===== src/rtl/dre_pkg.sv =====
// Package for the DNS response IPv4 extractor.
// Holds the parse phase type, DNS constants and the default message limit.
// No dependencies; the core, the checker and the testbench use it by scoped names.
package dre_pkg;

  // Default number of message bytes that are parsed; later bytes are ignored.
  localparam int unsigned MAX_MSG_BYTES_DEF = 512;

  // A label length byte with both top bits set starts a compression pointer.
  localparam logic [7:0]  PTR_MASK    = 8'hc0;
  localparam logic [15:0] TYPE_A_CODE = 16'h0001;
  localparam logic [15:0] A_RDLENGTH  = 16'h0004;

  // Byte positions inside the fixed header.
  localparam int unsigned HDR_FLAGS_LO = 3;
  localparam int unsigned HDR_QD_HI    = 4;
  localparam int unsigned HDR_QD_LO    = 5;
  localparam int unsigned HDR_AN_HI    = 6;
  localparam int unsigned HDR_AN_LO    = 7;
  localparam int unsigned HDR_LAST     = 11;

  // Byte positions inside the fixed part of a question and of an answer.
  localparam logic [3:0] Q_FIXED_LEN  = 4'd4;
  localparam logic [3:0] A_TYPE_HI    = 4'd0;
  localparam logic [3:0] A_TYPE_LO    = 4'd1;
  localparam logic [3:0] A_RDLEN_HI   = 4'd8;
  localparam logic [3:0] A_RDLEN_LO   = 4'd9;
  localparam logic [3:0] A_FIXED_LEN  = 4'd10;

  typedef enum logic [3:0] {
    PH_HDR     = 4'd0,
    PH_Q_NAME  = 4'd1,
    PH_Q_PTR   = 4'd2,
    PH_Q_FIXED = 4'd3,
    PH_A_NAME  = 4'd4,
    PH_A_PTR   = 4'd5,
    PH_A_FIXED = 4'd6,
    PH_RDATA   = 4'd7,
    PH_DONE    = 4'd8
  } phase_t;

endpackage


===== src/rtl/dre_if.sv =====
// Channel interfaces of the DNS response IPv4 extractor.
// dre_in_if carries message bytes, dre_out_if carries results.
// No dependencies.
interface dre_in_if;
  logic       valid;
  logic       ready;
  logic [7:0] msg_byte;
  logic       last_byte;

  modport source (output valid, output msg_byte, output last_byte, input ready);
  modport sink   (input valid, input msg_byte, input last_byte, output ready);
endinterface

interface dre_out_if;
  logic        valid;
  logic        ready;
  logic [31:0] ip_addr;
  logic        ip_found;
  logic [3:0]  rcode;
  logic        fail;
  logic        truncated;

  modport source (output valid, output ip_addr, output ip_found, output rcode,
                  output fail, output truncated, input ready);
  modport sink   (input valid, input ip_addr, input ip_found, input rcode,
                  input fail, input truncated, output ready);
endinterface


===== src/rtl/dns_response_ipv4_extractor_core.sv =====
// Top level of the DNS response IPv4 extractor.
// Depends on dre_pkg (phase type, constants) and dre_if.sv (channel interfaces).
//
// Usage
//   A DNS response enters on the msg channel one byte per transaction, with
//   last_byte high on the final byte. The parser walks the header, the
//   questions and the answer records and keeps the address of the last A
//   record whose rdlength is four. Bytes beyond MAX_MSG_BYTES are counted
//   no further and are not parsed.
//   The transaction carrying the last byte produces exactly one result on the
//   res channel: ip_addr, ip_found, rcode, fail and truncated. All other
//   bytes produce nothing. The parse state then returns to its reset value, so
//   the next byte starts a new message.
//   Throughput: one byte per cycle while msg.ready is high, as the parse state
//   registers update on every accepted byte. Result: the result is valid the
//   cycle after the last byte is accepted, from the result register.
//   Stalling: while a result waits in the result register and the receiver
//   holds ready low, msg.ready is low; otherwise a byte is taken each cycle,
//   including the cycle in which a waiting result is taken.
//   Reset (rst, synchronous, active high) clears the parse state and empties
//   the result register.
module dns_response_ipv4_extractor_core #(
  parameter int unsigned MAX_MSG_BYTES = dre_pkg::MAX_MSG_BYTES_DEF
) (
  input  logic              clk,
  input  logic              rst,
  dre_in_if.sink            msg,
  dre_out_if.source         res
);

  localparam int unsigned CountW = $clog2(MAX_MSG_BYTES + 1);

  // Parse state.
  dre_pkg::phase_t phase, phase_next;
  logic [3:0]        field_pos, field_pos_next;
  logic [15:0]       questions_left, questions_left_next;
  logic [15:0]       answers_left, answers_left_next;
  logic [7:0]        label_left, label_left_next;
  logic [15:0]       record_type, record_type_next;
  logic [15:0]       rdata_left, rdata_left_next;
  logic [31:0]       ip_shift, ip_shift_next;
  logic              found_flag, found_flag_next;
  logic [3:0]        response_code, response_code_next;
  logic [CountW-1:0] byte_count, byte_count_next;

  logic       accept;
  logic       section_end;
  logic [7:0] b;
  logic [3:0] field_inc;

  // Result register.
  logic        res_valid;
  logic [31:0] res_ip;
  logic        res_found;
  logic [3:0]  res_rcode;
  logic        res_trunc;

  // A new byte is taken unless a result is stuck in the result register.
  assign msg.ready = !res_valid || res.ready;
  assign accept    = msg.valid && msg.ready;
  assign b         = msg.msg_byte;
  assign field_inc = field_pos + 4'd1;

  // Next parse state for the byte at the input. Assignments follow each other
  // in the order of the protocol, so a later step sees an earlier update.
  always_comb begin
    phase_next          = phase;
    field_pos_next      = field_pos;
    questions_left_next = questions_left;
    answers_left_next   = answers_left;
    label_left_next     = label_left;
    record_type_next    = record_type;
    rdata_left_next     = rdata_left;
    ip_shift_next       = ip_shift;
    found_flag_next     = found_flag;
    response_code_next  = response_code;
    byte_count_next     = byte_count;
    section_end         = 1'b0;

    if (byte_count < CountW'(MAX_MSG_BYTES)) begin
      unique case (phase)
        dre_pkg::PH_HDR: begin
          priority if (byte_count == CountW'(dre_pkg::HDR_FLAGS_LO)) begin
            response_code_next = b[3:0];
          end else if (byte_count == CountW'(dre_pkg::HDR_QD_HI)) begin
            questions_left_next = {b, 8'h00};
          end else if (byte_count == CountW'(dre_pkg::HDR_QD_LO)) begin
            questions_left_next = questions_left | {8'h00, b};
          end else if (byte_count == CountW'(dre_pkg::HDR_AN_HI)) begin
            answers_left_next = {b, 8'h00};
          end else if (byte_count == CountW'(dre_pkg::HDR_AN_LO)) begin
            answers_left_next = answers_left | {8'h00, b};
          end else begin
          end
          if (byte_count >= CountW'(dre_pkg::HDR_LAST)) begin
            section_end = 1'b1;
          end
        end
        dre_pkg::PH_Q_NAME, dre_pkg::PH_A_NAME: begin
          priority if (label_left != 8'd0) begin
            label_left_next = label_left - 8'd1;
          end else if ((b & dre_pkg::PTR_MASK) == dre_pkg::PTR_MASK) begin
            phase_next = (phase == dre_pkg::PH_Q_NAME) ? dre_pkg::PH_Q_PTR
                                                       : dre_pkg::PH_A_PTR;
          end else if (b == 8'd0) begin
            phase_next     = (phase == dre_pkg::PH_Q_NAME) ? dre_pkg::PH_Q_FIXED
                                                           : dre_pkg::PH_A_FIXED;
            field_pos_next = 4'd0;
          end else begin
            label_left_next = b;
          end
        end
        dre_pkg::PH_Q_PTR: begin
          // Second pointer byte: the offset is not followed.
          phase_next     = dre_pkg::PH_Q_FIXED;
          field_pos_next = 4'd0;
        end
        dre_pkg::PH_A_PTR: begin
          phase_next     = dre_pkg::PH_A_FIXED;
          field_pos_next = 4'd0;
        end
        dre_pkg::PH_Q_FIXED: begin
          field_pos_next = field_inc;
          if (field_inc >= dre_pkg::Q_FIXED_LEN) begin
            questions_left_next = questions_left - 16'd1;
            section_end         = 1'b1;
          end
        end
        dre_pkg::PH_A_FIXED: begin
          priority if (field_pos == dre_pkg::A_TYPE_HI) begin
            record_type_next = {b, 8'h00};
          end else if (field_pos == dre_pkg::A_TYPE_LO) begin
            record_type_next = record_type | {8'h00, b};
          end else if (field_pos == dre_pkg::A_RDLEN_HI) begin
            rdata_left_next = {b, 8'h00};
          end else if (field_pos == dre_pkg::A_RDLEN_LO) begin
            rdata_left_next = rdata_left | {8'h00, b};
          end else begin
          end
          field_pos_next = field_inc;
          if (field_inc >= dre_pkg::A_FIXED_LEN) begin
            if (rdata_left_next == 16'd0) begin
              answers_left_next = answers_left - 16'd1;
              section_end       = 1'b1;
            end else begin
              // From here field_pos marks whether the rdata is an address.
              field_pos_next = {3'd0, (record_type_next == dre_pkg::TYPE_A_CODE)
                                      && (rdata_left_next == dre_pkg::A_RDLENGTH)};
              phase_next     = dre_pkg::PH_RDATA;
            end
          end
        end
        dre_pkg::PH_RDATA: begin
          if (field_pos != 4'd0) begin
            ip_shift_next = {ip_shift[23:0], b};
          end
          rdata_left_next = rdata_left - 16'd1;
          if (rdata_left_next == 16'd0) begin
            if (field_pos != 4'd0) begin
              found_flag_next = 1'b1;
            end
            answers_left_next = answers_left - 16'd1;
            section_end       = 1'b1;
          end
        end
        default: begin
          // Done, or an unused code: remaining bytes are ignored.
        end
      endcase

      // Move on to the next question, the next answer, or finish.
      if (section_end) begin
        label_left_next = 8'd0;
        field_pos_next  = 4'd0;
        if (questions_left_next != 16'd0) begin
          phase_next = dre_pkg::PH_Q_NAME;
        end else if (answers_left_next != 16'd0) begin
          phase_next = dre_pkg::PH_A_NAME;
        end else begin
          phase_next = dre_pkg::PH_DONE;
        end
      end

      byte_count_next = byte_count + CountW'(1);
    end
  end

  // Parse state registers. The last byte of a message returns them to reset.
  always_ff @(posedge clk) begin
    if (rst || (accept && msg.last_byte)) begin
      phase          <= dre_pkg::PH_HDR;
      field_pos      <= 4'd0;
      questions_left <= 16'd0;
      answers_left   <= 16'd0;
      label_left     <= 8'd0;
      record_type    <= 16'd0;
      rdata_left     <= 16'd0;
      ip_shift       <= 32'd0;
      found_flag     <= 1'b0;
      response_code  <= 4'd0;
      byte_count     <= '0;
    end else if (accept) begin
      phase          <= phase_next;
      field_pos      <= field_pos_next;
      questions_left <= questions_left_next;
      answers_left   <= answers_left_next;
      label_left     <= label_left_next;
      record_type    <= record_type_next;
      rdata_left     <= rdata_left_next;
      ip_shift       <= ip_shift_next;
      found_flag     <= found_flag_next;
      response_code  <= response_code_next;
      byte_count     <= byte_count_next;
    end
  end

  // Result register: loaded from the state after the last byte is parsed.
  always_ff @(posedge clk) begin
    if (rst) begin
      res_valid <= 1'b0;
    end else if (accept && msg.last_byte) begin
      res_valid <= 1'b1;
    end else if (res.ready) begin
      res_valid <= 1'b0;
    end
  end

  always_ff @(posedge clk) begin
    if (accept && msg.last_byte) begin
      res_ip    <= ip_shift_next;
      res_found <= found_flag_next;
      res_rcode <= response_code_next;
      res_trunc <= (phase_next != dre_pkg::PH_DONE);
    end
  end

  assign res.valid     = res_valid;
  assign res.ip_addr   = res_ip;
  assign res.ip_found  = res_found;
  assign res.rcode     = res_rcode;
  assign res.fail      = (res_rcode != 4'd0);
  assign res.truncated = res_trunc;

endmodule


===== src/flat_wrapper.sv =====
// flat-port wrapper written by rule: the top's interface ports become plain ports
module dns_response_ipv4_extractor_core_flat 
#(
  parameter int unsigned MAX_MSG_BYTES = dre_pkg::MAX_MSG_BYTES_DEF
)
  (clk, rst, msg_valid, msg_msg_byte, msg_last_byte, msg_ready, res_valid, res_ip_addr, res_ip_found, res_rcode, res_fail, res_truncated, res_ready);
  dre_in_if msg_i ();
  dre_out_if res_i ();
  input  logic clk;
  input  logic rst;
  input wire logic [$bits(msg_i.valid)-1:0] msg_valid;
  input wire logic [$bits(msg_i.msg_byte)-1:0] msg_msg_byte;
  input wire logic [$bits(msg_i.last_byte)-1:0] msg_last_byte;
  output wire logic [$bits(msg_i.ready)-1:0] msg_ready;
  output wire logic [$bits(res_i.valid)-1:0] res_valid;
  output wire logic [$bits(res_i.ip_addr)-1:0] res_ip_addr;
  output wire logic [$bits(res_i.ip_found)-1:0] res_ip_found;
  output wire logic [$bits(res_i.rcode)-1:0] res_rcode;
  output wire logic [$bits(res_i.fail)-1:0] res_fail;
  output wire logic [$bits(res_i.truncated)-1:0] res_truncated;
  input wire logic [$bits(res_i.ready)-1:0] res_ready;
  assign msg_i.valid = msg_valid;
  assign msg_i.msg_byte = msg_msg_byte;
  assign msg_i.last_byte = msg_last_byte;
  assign msg_ready = msg_i.ready;
  assign res_valid = res_i.valid;
  assign res_ip_addr = res_i.ip_addr;
  assign res_ip_found = res_i.ip_found;
  assign res_rcode = res_i.rcode;
  assign res_fail = res_i.fail;
  assign res_truncated = res_i.truncated;
  assign res_i.ready = res_ready;
  dns_response_ipv4_extractor_core #(.MAX_MSG_BYTES(MAX_MSG_BYTES)) u_core (.clk(clk), .rst(rst), .msg(msg_i), .res(res_i));
endmodule

===== config.mk =====
export PLATFORM = sky130hd
export DESIGN_NAME = dns_response_ipv4_extractor_core_flat
export DESIGN_NICKNAME = d
export VERILOG_FILES = /design/src/rtl/dre_pkg.sv /design/src/rtl/dre_if.sv /design/src/rtl/dns_response_ipv4_extractor_core.sv /design/src/flat_wrapper.sv
export SDC_FILE = /design/constraint.sdc
export NUM_CORES = 1
export LEC_CHECK = 0
export BUFFER_PORTS_ARGS = -buffer_cell sky130_fd_sc_hd__buf_2
export CAP_MARGIN = 20
export CORE_MARGIN = 4
export CORE_UTILIZATION = 35
export CTS_BUF_LIST = sky130_fd_sc_hd__clkbuf_2
export DETAILED_ROUTE_END_ITERATION = 12
export HOLD_SLACK_MARGIN = 0.08
export PLACE_DENSITY = 0.59
export SETUP_SLACK_MARGIN = 0.05
export SYNTH_ARGS = -nofsm -noshare
export SYNTH_HDL_FRONTEND = slang
export SYNTH_SLANG_ARGS = --single-unit

===== constraint.sdc =====
create_clock -name clk -period 4.83 [get_ports clk]
set_clock_uncertainty 0.05 [all_clocks]
set_input_delay 0.483 -clock clk [delete_from_list [all_inputs] [get_ports clk]]
set_output_delay 0.483 -clock clk [all_outputs]
set_load 0.01 [all_outputs]

# Yosys cells after proc, flatten, opt, wreduce, memory -nomap -nowiden
# Index checks and enable logic that the tools add are counted.
[classes] order_cmp=4 add_sub_neg=6 bitwise=4 reduce_logical=27 eq_ne=24 muxes=70
[ops] operator="$mux W16" n=24
[ops] operator="$mux W32" n=3
[ops] operator="$mux W4" n=18
[ops] operator="$or A16 B8 Y16" n=4
[ops] operator="$pmux W16 S2" n=2
[ops] operator="$pmux W16 S3" n=1
[ops] operator="$sub A16 B1 Y16 const B" n=3
[ops] operator="$eq A10 B3 Y1 const B" n=4
[ops] operator="$mux W8" n=5
[ops] operator="$logic_not A16 Y1" n=2
[ops] operator="$pmux W4 S4" n=2
[ops] operator="$reduce_bool A16 Y1" n=2
[ops] operator="$eq A16 B1 Y1 const B" n=1
[ops] operator="$eq A16 B3 Y1 const B" n=1
[ops] operator="$eq A4 B3 Y1 const B" n=4
[ops] operator="$mux W1" n=12
[ops] operator="$add A10 B1 Y10 const B" n=1
[ops] operator="$eq A10 B2 Y1 const B" n=1
[ops] operator="$ge A10 B4 Y1 const B" n=1
[ops] operator="$lt A10 B10 Y1 const B" n=1
[ops] operator="$eq A4 B1 Y1 const B" n=2
[ops] operator="$eq A4 B2 Y1 const B" n=2
[ops] operator="$eq A4 B4 Y1 const B" n=2
[ops] operator="$logic_not A4 Y1" n=2
[ops] operator="24 further kinds" n=35
[totals] word_cells=151 out_inout_bits=41 reg_bits=166

# Depth between registers and ports, before layout
# Gate-level depths: netlist (run 1).
[logic_depth] ltp_word=18 depth_mapped=13 ltp_nobuf=11

# Worst setup path after synthesis (run 1)
# OpenSTA, ideal clock, no wires.
[synth_path] path_type="flip-flop to flip-flop" from="register u_core.byte_count[0]" to="register u_core.res_trunc (netlist: u_core.res.truncated) (data pin)" stages_incl_launch_ff=12 setup_time_ns=0.259 required_ns=4.521 n_path_buf=1 t_arrival_ns=3.069 path_slack_ns=1.452 cell_sequence="dfxtp_1 -> ha_1 -> or3b_4 -> and3_4 -> buf_6 -> a32o_1 -> a2111o_1 -> or3_1 -> a221o_1 -> nor3_2 -> nand4_1 -> a211o_1"
[synth_between] elab_chain_len=14 word_cells_on_any_way=29 classes_between="order compare: 2; eq/ne: 6; mux: 19; reduce/logical: 2"
[synth_rtl] item="from (decl)" line_no="dns_response_ipv4_extractor_core.sv:44" rtl="logic [CountW-1:0] byte_count, byte_count_next;"
[synth_rtl] item="from (signal assigned)" line_no="dns_response_ipv4_extractor_core.sv:213" rtl="byte_count <= byte_count_next;"
[synth_rtl] item="$eq A10 B3 Y1" line_no="dns_response_ipv4_extractor_core.sv:91" rtl="end else if (byte_count == CountW'(dre_pkg::HDR_AN_LO)) begin"
[synth_rtl] item="$mux W16" line_no="dns_response_ipv4_extractor_core.sv:91"
[synth_rtl] item="$mux W16" line_no="dns_response_ipv4_extractor_core.sv:89" rtl="end else if (byte_count == CountW'(dre_pkg::HDR_AN_HI)) begin"
[synth_rtl] item="$mux W16" line_no="dns_response_ipv4_extractor_core.sv:87" rtl="end else if (byte_count == CountW'(dre_pkg::HDR_QD_LO)) begin"
[synth_rtl] item="$mux W16" line_no="dns_response_ipv4_extractor_core.sv:85" rtl="end else if (byte_count == CountW'(dre_pkg::HDR_QD_HI)) begin"
[synth_rtl] item="$mux W16" line_no="dns_response_ipv4_extractor_core.sv:83" rtl="priority if (byte_count == CountW'(dre_pkg::HDR_FLAGS_LO)) begin"
[synth_rtl] item="$pmux W16 S3" line_no="dns_response_ipv4_extractor_core.sv:81" rtl="unique case (phase)"
[synth_rtl] item="$mux W16" line_no="dns_response_ipv4_extractor_core.sv:80" rtl="if (byte_count < CountW'(MAX_MSG_BYTES)) begin"
[synth_rtl] item="$reduce_bool A16 Y1" line_no="dns_response_ipv4_extractor_core.sv:177" rtl="end else if (answers_left_next != 16'd0) begin"
[synth_rtl] item="$mux W4" line_no="dns_response_ipv4_extractor_core.sv:177"
[synth_rtl] item="$mux W4" line_no="dns_response_ipv4_extractor_core.sv:175" rtl="if (questions_left_next != 16'd0) begin"
[synth_rtl] item="$mux W4" line_no="dns_response_ipv4_extractor_core.sv:172" rtl="if (section_end) begin"
[synth_rtl] item="$mux W4 *" line_no="dns_response_ipv4_extractor_core.sv:80"
[synth_rtl] item="$ne A4 B4 Y1 *" line_no="dns_response_ipv4_extractor_core.sv:233" rtl="res_trunc <= (phase_next != dre_pkg::PH_DONE);"
[synth_rtl] item="to (signal assigned)" line_no="dns_response_ipv4_extractor_core.sv:233"
[synth_rtl] item="to (decl)" line_no="dns_response_ipv4_extractor_core.sv:56" rtl="logic res_trunc;"
# Mark *: on every way between the ends. The rest lies on a longest branch, timed or not. The select of a mux whose other input is x is not followed.
# A chain may end at the register's enable or synchronous reset.

# Final worst setup path (run 1)
[layout_path] from="register u_core.phase[0]" to="register u_core.res_trunc (netlist: u_core.res.truncated) (data pin)"
[layout_between] elab_chain_len=9 word_cells_on_any_way=30 classes_between="eq/ne: 8; mux: 18; reduce/logical: 4"
[layout_rtl] item="from (decl)" line_no="dns_response_ipv4_extractor_core.sv:34" rtl="dre_pkg::phase_t phase, phase_next;"
[layout_rtl] item="from (signal assigned)" line_no="dns_response_ipv4_extractor_core.sv:191" rtl="phase <= dre_pkg::PH_HDR;"
[layout_rtl] item="from (signal assigned)" line_no="dns_response_ipv4_extractor_core.sv:203" rtl="phase <= phase_next;"
[layout_rtl] item="$eq A4 B3 Y1 (tied with other cells)" line_no="dns_response_ipv4_extractor_core.sv:81"
[layout_rtl] item="$pmux W16 S3 / $mux W3 (equally long branches)" line_no="dns_response_ipv4_extractor_core.sv:81, dns_response_ipv4_extractor_core.sv:106"
[layout_rtl] item="$mux W16 / $mux W4 (equally long branches)" line_no="dns_response_ipv4_extractor_core.sv:80, dns_response_ipv4_extractor_core.sv:105"
[layout_rtl] item="$reduce_bool A16 Y1 / $mux W4 (equally long branches)" line_no="dns_response_ipv4_extractor_core.sv:177, dns_response_ipv4_extractor_core.sv:102"
[layout_rtl] item="$mux W4, on equally long branches" line_no="dns_response_ipv4_extractor_core.sv:177, dns_response_ipv4_extractor_core.sv:100"
[layout_rtl] item="$mux W4 / $pmux W4 S4 (equally long branches)" line_no="dns_response_ipv4_extractor_core.sv:175, dns_response_ipv4_extractor_core.sv:81"
[layout_rtl] item="$mux W4" line_no="dns_response_ipv4_extractor_core.sv:172"
[layout_rtl] item="$mux W4 *" line_no="dns_response_ipv4_extractor_core.sv:80"
[layout_rtl] item="$ne A4 B4 Y1 *" line_no="dns_response_ipv4_extractor_core.sv:233"
# Marks and branches as above.

==> results of run 1 <==
[power groups by stage]
stage	Clock, mW	Combinational, mW	Sequential, mW
after detailed placement	0	0.260	1.50
after floorplan	0	0.166	1.50
after global placement	0	0.263	1.50
final	0.846	0.267	1.47
after global routing	0.937	0.293	1.48
after CTS	0.880	0.265	1.47
[synthesized netlist by cell type (all sizes together), types with 5 or more instances]
cell     instances
o21ai           58
nor3            35
edfxtp          38
and3            21
nand4           13
or4             10
or2              7
nand4b           9
mux2i           48
clkbuf          55
a31oi            7
nand2b          13
a2111oi          9
o221ai          10
inv             22
xnor2            7
dfxtp          128
nand2           69
a22oi            5
nor2b            6
nor3b            7
nor2           144
a211oi          22
nand3           31
and2             8
o211ai           5
or3             15
nor4            28
buf             23
xor2             8
ha              12
a21oi           90
mux2            37
[layout make-up]
cell class | count | area share [%]
clock inverters | 15 | 2.07
well taps | 335 | 4.11
multi-input cells | 814 | 50.9
repair buffers | 81 | 4.84
diodes | 2 | 0.0491
clock buffers | 17 | 0.835
inverters | 22 | 0.810
flip-flops and latches | 166 | 36.3
[critical path, cell delays in order, from the launching register on]
cell,delay (ps)
dfxtp_1,580
nor4_2,700
and4_1,480
nand2_1,240
a311oi_1,470
o211a_1,220
nand4_1,130
nor4_2,490
a211oi_1,100
a211o_1,250
[layer usage]
layer / up-vias / track usage [%]
met4: 0 / 6.17
met3: 51 / 3.00
li1: 4072 / -
met1: 3960 / 23.8
met5: - / 0
met2: 294 / 29.9
[what timing repair did]
action,in CTS,in global routing
hold buffers,7,0
hold endpoints to repair,7,0
gates resized for setup,0,0
[flip-flops by register name, indices dropped and copies added, names as in the netlist]
signal,flops
u_core.rdata_left,16
u_core.res.valid,1
u_core.res.rcode,4
u_core.label_left,8
u_core.response_code,4
u_core.res.ip_found,1
u_core.res.ip_addr,32
u_core.field_pos,4
u_core.res.truncated,1
u_core.byte_count,10
u_core.questions_left,16
u_core.found_flag,1
u_core.answers_left,16
u_core.ip_shift,32
u_core.record_type,16
u_core.phase,4
[cell families (layout without fill, tap and decap cells)]
family	after synthesis	in the layout	synth area share, %
mux	85	85	9.65
other cells	0	2	0
flops	166	166	39.8
fa+ha+maj	13	13	1.72
simple gates	432	432	23.9
buf+inv	100	135	4.39
xor+xnor	15	15	1.41
compound gates	269	269	19.1
[path summary, 6_finish.rpt]
path / startpoint / to / slack [ps] / cells past startpoint
setup reg to reg: u_core.phase[0] / u_core.res.truncated / 930 / 9
setup / recovery: u_core.phase[0] / u_core.res.truncated / 930 / 9
hold / removal: msg_msg_byte[0] / u_core.record_type[0] / 190 / 4
hold reg to reg: u_core.response_code[2] / u_core.response_code[2] / 440 / 2
[through the flow]
| stage | std cells | hold slack, ps |
|---|---|---|
| floorplan | 1080 | 379 |
| global placement | 1411 | 396 |
| detailed placement | 1411 | 411 |
| CTS | 1450 | 123 |
| global route | 1452 | 104 |
| finish | 1452 | 195 |
[placed cells by master, fill, tap and decap left out, types with 15 or more instances in the layout]
cell type    n
nand2_1     69
nor4_1      24
edfxtp_1    38
or3_1       15
dfxtp_1    128
buf_2       53
buf_4       21
inv_1       22
mux2i_1     48
and3_1      18
nor2_1     144
o21ai_0     58
nand3_1     31
nor3_1      33
mux2_2      37
clkbuf_2    17
a211oi_1    22
a21oi_1     89
==> impl_metrics.ini, run 1 <==
[pwr]
vdd_drop_max_mv = 0.153
power_switching_mw = 0.841
powerDensity_mw_per_mm2 = 254
pwr-share-comb_pct = 10.3
p_int_mw = 1.74
swShare_pct = 32.5
fin_total_pwr_mw = 2.58
p_clk_share_pct = 32.7
cellLeakagePower_nw = 3.70
pwr-share-seq_pct = 56.9

[routing]
wl_met2_um = 12500
num_vias = 8377
drtAntennaViolNets = 0
drt_iter0_drc = 727
met1_length_um = 11600
post-route-drc-count = 0
vias_per_cell = 5.77
top_layer_used = met4
detail_route.first_pass.iterations = 5
wl_per_cell_um = 18.0
totalWireLength_um = 26200
wl_met3_um = 1450

[synthesis]
synth_top_area_cell = dfxtp_1
syn-num-nets = 1105
synthTopCellsByArea = dfxtp_1 28%, edfxtp_1 12%, nor2_1 5.8%
synth-edff-count = 38
ys_seq_area_share_pct = 39.8
yosys.area.top_type_share_pct = 27.6
async_reset_ff_share_pct = 0
syn_avg_cell_area_um2 = 8.61
netlist_instances = 1080
synth_seq_cells = 166
synth_warnings = 0
dominantRegCellSynth = dfxtp_1
synth_cell_types = 85
syn_area_mm2 = 0.00929

[floorplan]
dieArea_mm2 = 0.0292
die_h_um = 171
fp.dieW_um = 171
row_count = 59
start_util_pct = 35.7
core_area_mm2 = 0.0261
num_io_pins = 54

[global_route]
grt_max_degree = 79
grt_pass1_wl_um = 42500
overflow = 0
grt_usage_pct = 18.0
grt_pass1_vias = 7893
antenna_found_initial = 1

[sta]
setup_viol = 0
period_minus_slack_ps = 3900
rsz0062_at_grt = false
setup_slack_ps = 932
setup_tns_ps = 0
maxSlewHeadroom_pct = 32.1
fmax_ghz = 0.257
tightest_slew_ps = 1010
finalHoldViolCount = 0
finalCritPeriodShare_pct = 80.7
finalMaxSlewViolations = 0

[finish]
multiInputGateArea_mm2 = 0.00519
nNetsFinal = 1127
ff_latch_area_mm2 = 0.00370
drive_gt1_share_pct = 15.6
design_area_mm2 = 0.0102
final_util_pct = 39.1
fillCellCount = 2644
area.growth.synth_to_final_pct = 9.67

[clock_network]
cts_max_level = 4
cts_tree = built
cts_sinks = 166
cts-root-buf = clkbuf_2
clkTransAtPathRegs_ps = 300
cts_buffers = 17
clk_path_buf_depth = 2
post_cts_buffers = 0
clock_latency_ps = 770

[placement]
gp_congestion = 0.905
dpl-instance-area_mm2 = 0.00982
post-place-ws_ps = 1000
portBuffers = 53
dp_hpwl_um = 17500

[critical_path]
worstPathRequired_ps = 5350
worstSetupStartpointType = flip-flop
cp_max_fo = 18
end_kind = flip-flop
timing.setup.critical_path_class = flip-flop to flip-flop
cp_data_arrival_time_ps = 4420

[worst_hold_path]
min_path_type = input pin to flip-flop

[run]
drv_cap = 0

[run_status]
outcome = completed
No activity file was read; power rests on OpenSTA's default activity.
==> run 2: changes to the inputs <==
- PLACE_DENSITY: 0.59 -> 0.61
- clock period: 4.83 -> 3.4 ns (I/O delays scaled with it)
==> run 2 against run 1 <==
  * First-iteration DRC count is 12% lower
  * Clock-buffer cell count stayed put
  * Final cell count is 5.8% higher
  * Highest routed layer unchanged
==> impl_metrics.ini, run 2 (synthesized netlist as in run 1, its figures left out) <==
[sta]
finalCritPeriodShare_pct = 95.9
finalHoldViolCount = 0
rsz0062_at_grt = true
maxSlewHeadroom_pct = 53.7
tightest_slew_ps = 689
setup_slack_ps = 140
fmax_ghz = 0.307
setup_viol = 0
setup_tns_ps = 0
period_minus_slack_ps = 3260
finalMaxSlewViolations = 0
holdWs_ps = 248

[placement]
post-place-ws_ps = -36.8
portBuffers = 53
dp_hpwl_um = 18800
gp_congestion = 0.945
place_inst = 1487

[floorplan]
start_util_pct = 35.7
die_h_um = 171
fp.dieW_um = 171
core_area_mm2 = 0.0261
num_io_pins = 54
row_count = 59
dieArea_mm2 = 0.0292

[finish]
fillCellCount = 2577
stdcell_count = 1536
drive_gt1_share_pct = 24.5
layout_commonest_cell = nor2_1
final_util_pct = 42.4
nNetsFinal = 1212
area.growth.synth_to_final_pct = 19.0
final_cell_mix = 142 x nor2_1, 120 x dfxtp_1, 102 x buf_4, 87 x a21oi_1, 69 x nand2_1

[global_route]
grt_usage_pct = 18.1
overflow = 0
grt_pass1_wl_um = 42700
grt_pass1_vias = 8276
grt_max_degree = 42
antenna_found_initial = 1

[clock_network]
clock_latency_ps = 820
cts_sinks = 166
cts_tree = built
cts_max_level = 4
clkTransAtPathRegs_ps = 330
cts_buffers = 17
cts-root-buf = clkbuf_2
clk_path_buf_depth = 2

[routing]
detail_route.first_pass.iterations = 5
totalWireLength_um = 27000
drtAntennaViolNets = 0
vias_per_cell = 5.64
post-route-drc-count = 0
wl_per_cell_um = 17.6
drt_iter0_drc = 639
num_vias = 8664

[critical_path]
worstSetupStartpointType = flip-flop
crit_path_cell_trace = or3_1 -> a2111oi_4 -> and4_4 -> o211ai_2 -> buf_4 -> a221o_2 -> nor3_2 -> nand4_1 -> a211o_1
cp_slowest_stage_delay_ps = 480
timing.setup.critical_path_class = flip-flop to flip-flop
cp_data_arrival_time_ps = 3770
worstPathRequired_ps = 3910
cp_max_fo = 5
cpMaxStageDelayCell = or3_1
end_kind = flip-flop

[worst_hold_path]
min_path_type = input pin to flip-flop

[run_status]
outcome = completed

[pwr]
p_int_mw = 2.51
vdd_drop_max_mv = 0.235
pwr-share-seq_pct = 56.1
p_clk_share_pct = 32.2
cellLeakagePower_nw = 4.16
swShare_pct = 32.5
power_switching_mw = 1.21
pwr-share-comb_pct = 11.7
powerDensity_mw_per_mm2 = 336

[run]
drv_cap = 0
## run 2: worst paths after layout
path,from,endpoint,slack [ps],cells past startpoint
max reg2reg,u_core.rdata_left[4],u_core.res.truncated,140,9
max,u_core.rdata_left[4],u_core.res.truncated,140,9
min reg2reg,u_core.response_code[3],u_core.response_code[3],440,2
min,msg_valid,u_core.label_left[0],250,5
## run 2: layout make-up
class                      count  area (um2)  share of cell area (%)
inverter                      22        82.6                   0.747
tap                          335         419                    3.79
sequential                   166        3730                    33.7
multi-input combinational    814        5400                    48.8
timing repair buffer         166        1140                    10.3
clock buffer                  17        85.1                   0.770
clock inverter                15         204                    1.84
antenna                        1        2.50                  0.0226
## run 2: layer usage
metal  global-route usage, %  up-vias  wire length, um  share of wire [%]
met2                    30.4      282            12800                 47
met5                       0        -                0                  0
met4                    6.82        0              823                3.1
li1                        -     4236                -                  -
met3                    3.12       55             1470                5.4
met1                    23.4     4091            11900                 44
## run 2: power groups by stage
stage	registers (mW)	logic, mW	clock network (mW)
finish	2.08	0.435	1.20
global route	2.09	0.472	1.33
CTS	2.09	0.419	1.24
detailed placement	2.12	0.403	0
global placement	2.12	0.404	0
floorplan	2.13	0.236	0
## run 2: through the flow
step / instance area (um2) / total power [mW]
after detailed placement: 10400 / 2.52
final: 11100 / 3.72
after floorplan: 9300 / 2.36
after global placement: 10400 / 2.52
after global routing: 11100 / 3.90
after CTS: 10800 / 3.75
## run 2: timing repair
item,4_1_cts,5_1_grt
cloned,0,0
hold endpoints to repair,65,1
setup buffers,2,3
gates resized for setup,8,50
pin swaps,2,7
endpoints found under the setup margin,2,8
hold buffers,10,1
## run 2: critical path: cells and delay by family, from the launching register on
family / cells / cell delay (ps)
AOI/OAI and AO/OA: 4 / 1200
DFF: 1 / 450
buffers and inverters: 1 / 180
and+or+nand+nor: 4 / 1150
==> run 3: changes to the inputs <==
- CORE_UTILIZATION: 35 -> 55
- PLACE_DENSITY: 0.61 -> 0.76
==> run 3 against run 2 <==
  * Die area shrank 35%
  * Hold slack lost 34 ps
  * Non-clock buffer count is the same
  * Sequential cell count is the same
  * Combinational power shrank 2%
  * Clock power is essentially flat
  * Sequential share of layout area grew 0.58 points
  * Fmax shrank 0.24%
  * Global-route usage grew 11 points
  * Largest cell class unchanged
==> impl_metrics.ini, run 3 (synthesized netlist as in run 1, its figures left out) <==
[clock_network]
clk_path_buf_depth = 2
cts_buffers = 17
clock_latency_ps = 790
cts_tree = built
cts-root-buf = clkbuf_2
cts_max_level = 4
cts_sinks = 166
clkTransAtPathRegs_ps = 300

[routing]
drt_iter0_drc = 1194
drtAntennaViolNets = 0
post-route-drc-count = 0
wl_per_cell_um = 19.2
detail_route.first_pass.iterations = 6
vias_per_cell = 6.28
totalWireLength_um = 27300
num_vias = 8936

[placement]
gp_congestion = 1.02
dp_hpwl_um = 18100
post-place-ws_ps = 27.1
portBuffers = 53

[critical_path]
r2r_end = u_core.res.truncated
crit_path_cell_trace = inv_1 -> ha_1 -> nand3b_1 -> buf_4 -> o41ai_1 -> o221a_2 -> a31o_4 -> o211ai_2 -> buf_4 -> a221o_2 -> nor3_2 -> nand4_1 -> a211o_1
cp_slowest_stage_delay_ps = 420
r2r_start = u_core.field_pos[1]
ff2ff_path_depth = 13
timing.setup.critical_path_class = flip-flop to flip-flop
cp_max_fo = 7
path_common_cell = buf_4
end_kind = flip-flop
worstPathRequired_ps = 3950
cp_data_arrival_time_ps = 3820
r2r_slack_ps = 130
worstSetupStartpointType = flip-flop
cpMaxStageDelayCell = dfxtp_4

[sta]
setup_tns_ps = 0
tightest_slew_ps = 1030
setup_viol = 0
fmax_ghz = 0.306
maxSlewHeadroom_pct = 31.6
finalMaxSlewViolations = 0
setup_slack_ps = 132
finalCritPeriodShare_pct = 96.1
rsz0062_at_grt = false
finalHoldViolCount = 0
period_minus_slack_ps = 3270

[worst_hold_path]
min_path_type = input pin to flip-flop
min-delay-start = msg_last_byte
worst_hold_path.endpoint = u_core.res.truncated
hold_depth = 4

[pwr]
cellLeakagePower_nw = 4.15
powerDensity_mw_per_mm2 = 340
vdd_drop_max_mv = 0.383

[floorplan]
fp.dieW_um = 138
row_count = 47
num_io_pins = 54
start_util_pct = 56.0
core_area_mm2 = 0.0166
dieArea_mm2 = 0.0190
die_h_um = 138

[run]
drv_cap = 0

[finish]
drive_gt1_share_pct = 23.3
area.growth.synth_to_final_pct = 16.8
nNetsFinal = 1212
layout_commonest_cell = nor2_1
final_util_pct = 65.4
final_cell_mix = 144 x nor2_1, 120 x dfxtp_1, 103 x buf_4, 88 x a21oi_1, 69 x nand2_1

[global_route]
grt_pass1_vias = 8274
overflow = 0
grt_usage_pct = 28.7
antenna_found_initial = 1
grt_max_degree = 81
grt_pass1_wl_um = 43100

[run_status]
outcome = completed
[run 3: cell count changes in the layout (fill, tap and decap cells not counted), sizes merged]
cell / change
buf: +1
bufinv: +1
clkinv: +3
diode: +2
dlygate4sd3: -1
inv: -4
[run 3: timing repair]
| item | 4_1_cts | 5_1_grt |
|---|---|---|
| hold buffers | 10 | 0 |
| endpoints found under the hold margin | 36 | 0 |
| pin swaps | 0 | 7 |
| gates resized for setup | 4 | 32 |
| buffers inserted | 0 | 8 |
| gates cloned | 0 | 0 |
| endpoints found under the setup margin | 1 | 7 |
[run 3: per-layer routing]
layer	global-route usage [%]	wire length, um
met5	0	0
met1	38.1	11400
met2	43.6	12200
met3	7.73	2510
met4	13.4	1200
[run 3: how the worst max path moves through the flow]
stage | startpoint | to | slack, ps | cells past startpoint
3_3_place_gp | u_core.phase[1] | u_core.res.truncated | 40 | 10
6_report | u_core.field_pos[1] | u_core.res.truncated | 130 | 13
4_1_cts | u_core.field_pos[1] | u_core.res.truncated | 80 | 11
5_1_grt | u_core.field_pos[1] | u_core.res.truncated | 20 | 13
2_1_floorplan | u_core.byte_count[1] | u_core.res.truncated | 60 | 11
3_5_place_dp | u_core.phase[1] | u_core.res.truncated | 30 | 10
[run 3: power breakdown]
group / switching [mW] / internal [mW] / total, mW
combinational: 0.267 / 0.161 / 0.428
clock: 0.857 / 0.326 / 1.18
sequential: 0.0271 / 2.06 / 2.08
total: 1.15 / 2.54 / 3.69
[run 3: through the flow]
| step | total power, mW | hold slack [ps] | instances | area, um2 |
|---|---|---|---|---|
| 2_1_floorplan | 2.36 | 359 | 1080 | 9300 |
| 3_3_place_gp | 2.52 | 394 | 1370 | 10200 |
| 3_5_place_dp | 2.52 | 410 | 1370 | 10200 |
| 4_1_cts | 3.70 | 164 | 1412 | 10600 |
| 5_1_grt | 3.82 | 164 | 1422 | 10900 |
| 6_report | 3.69 | 214 | 1423 | 10900 |
[run 3: cell type report]
| type | count | area (um2) |
|---|---|---|
| diodes | 3 | 7.51 |
| clock buffers | 17 | 85.1 |
| well taps | 220 | 275 |
| inverters | 22 | 82.6 |
| flip-flops and latches | 166 | 3720 |
| fillers | 1409 | 5730 |
| multi-input cells | 814 | 5340 |
| clock inverters | 15 | 203 |
| repair buffers | 166 | 1140 |
[run 3: worst max-delay path: cells and delay by family, from the launching register on]
kind / cells / cell delay, ps
compound gates: 6 / 1430
simple gates: 3 / 540
buf+inv: 3 / 500
flops: 1 / 420
fa+ha+maj: 1 / 190
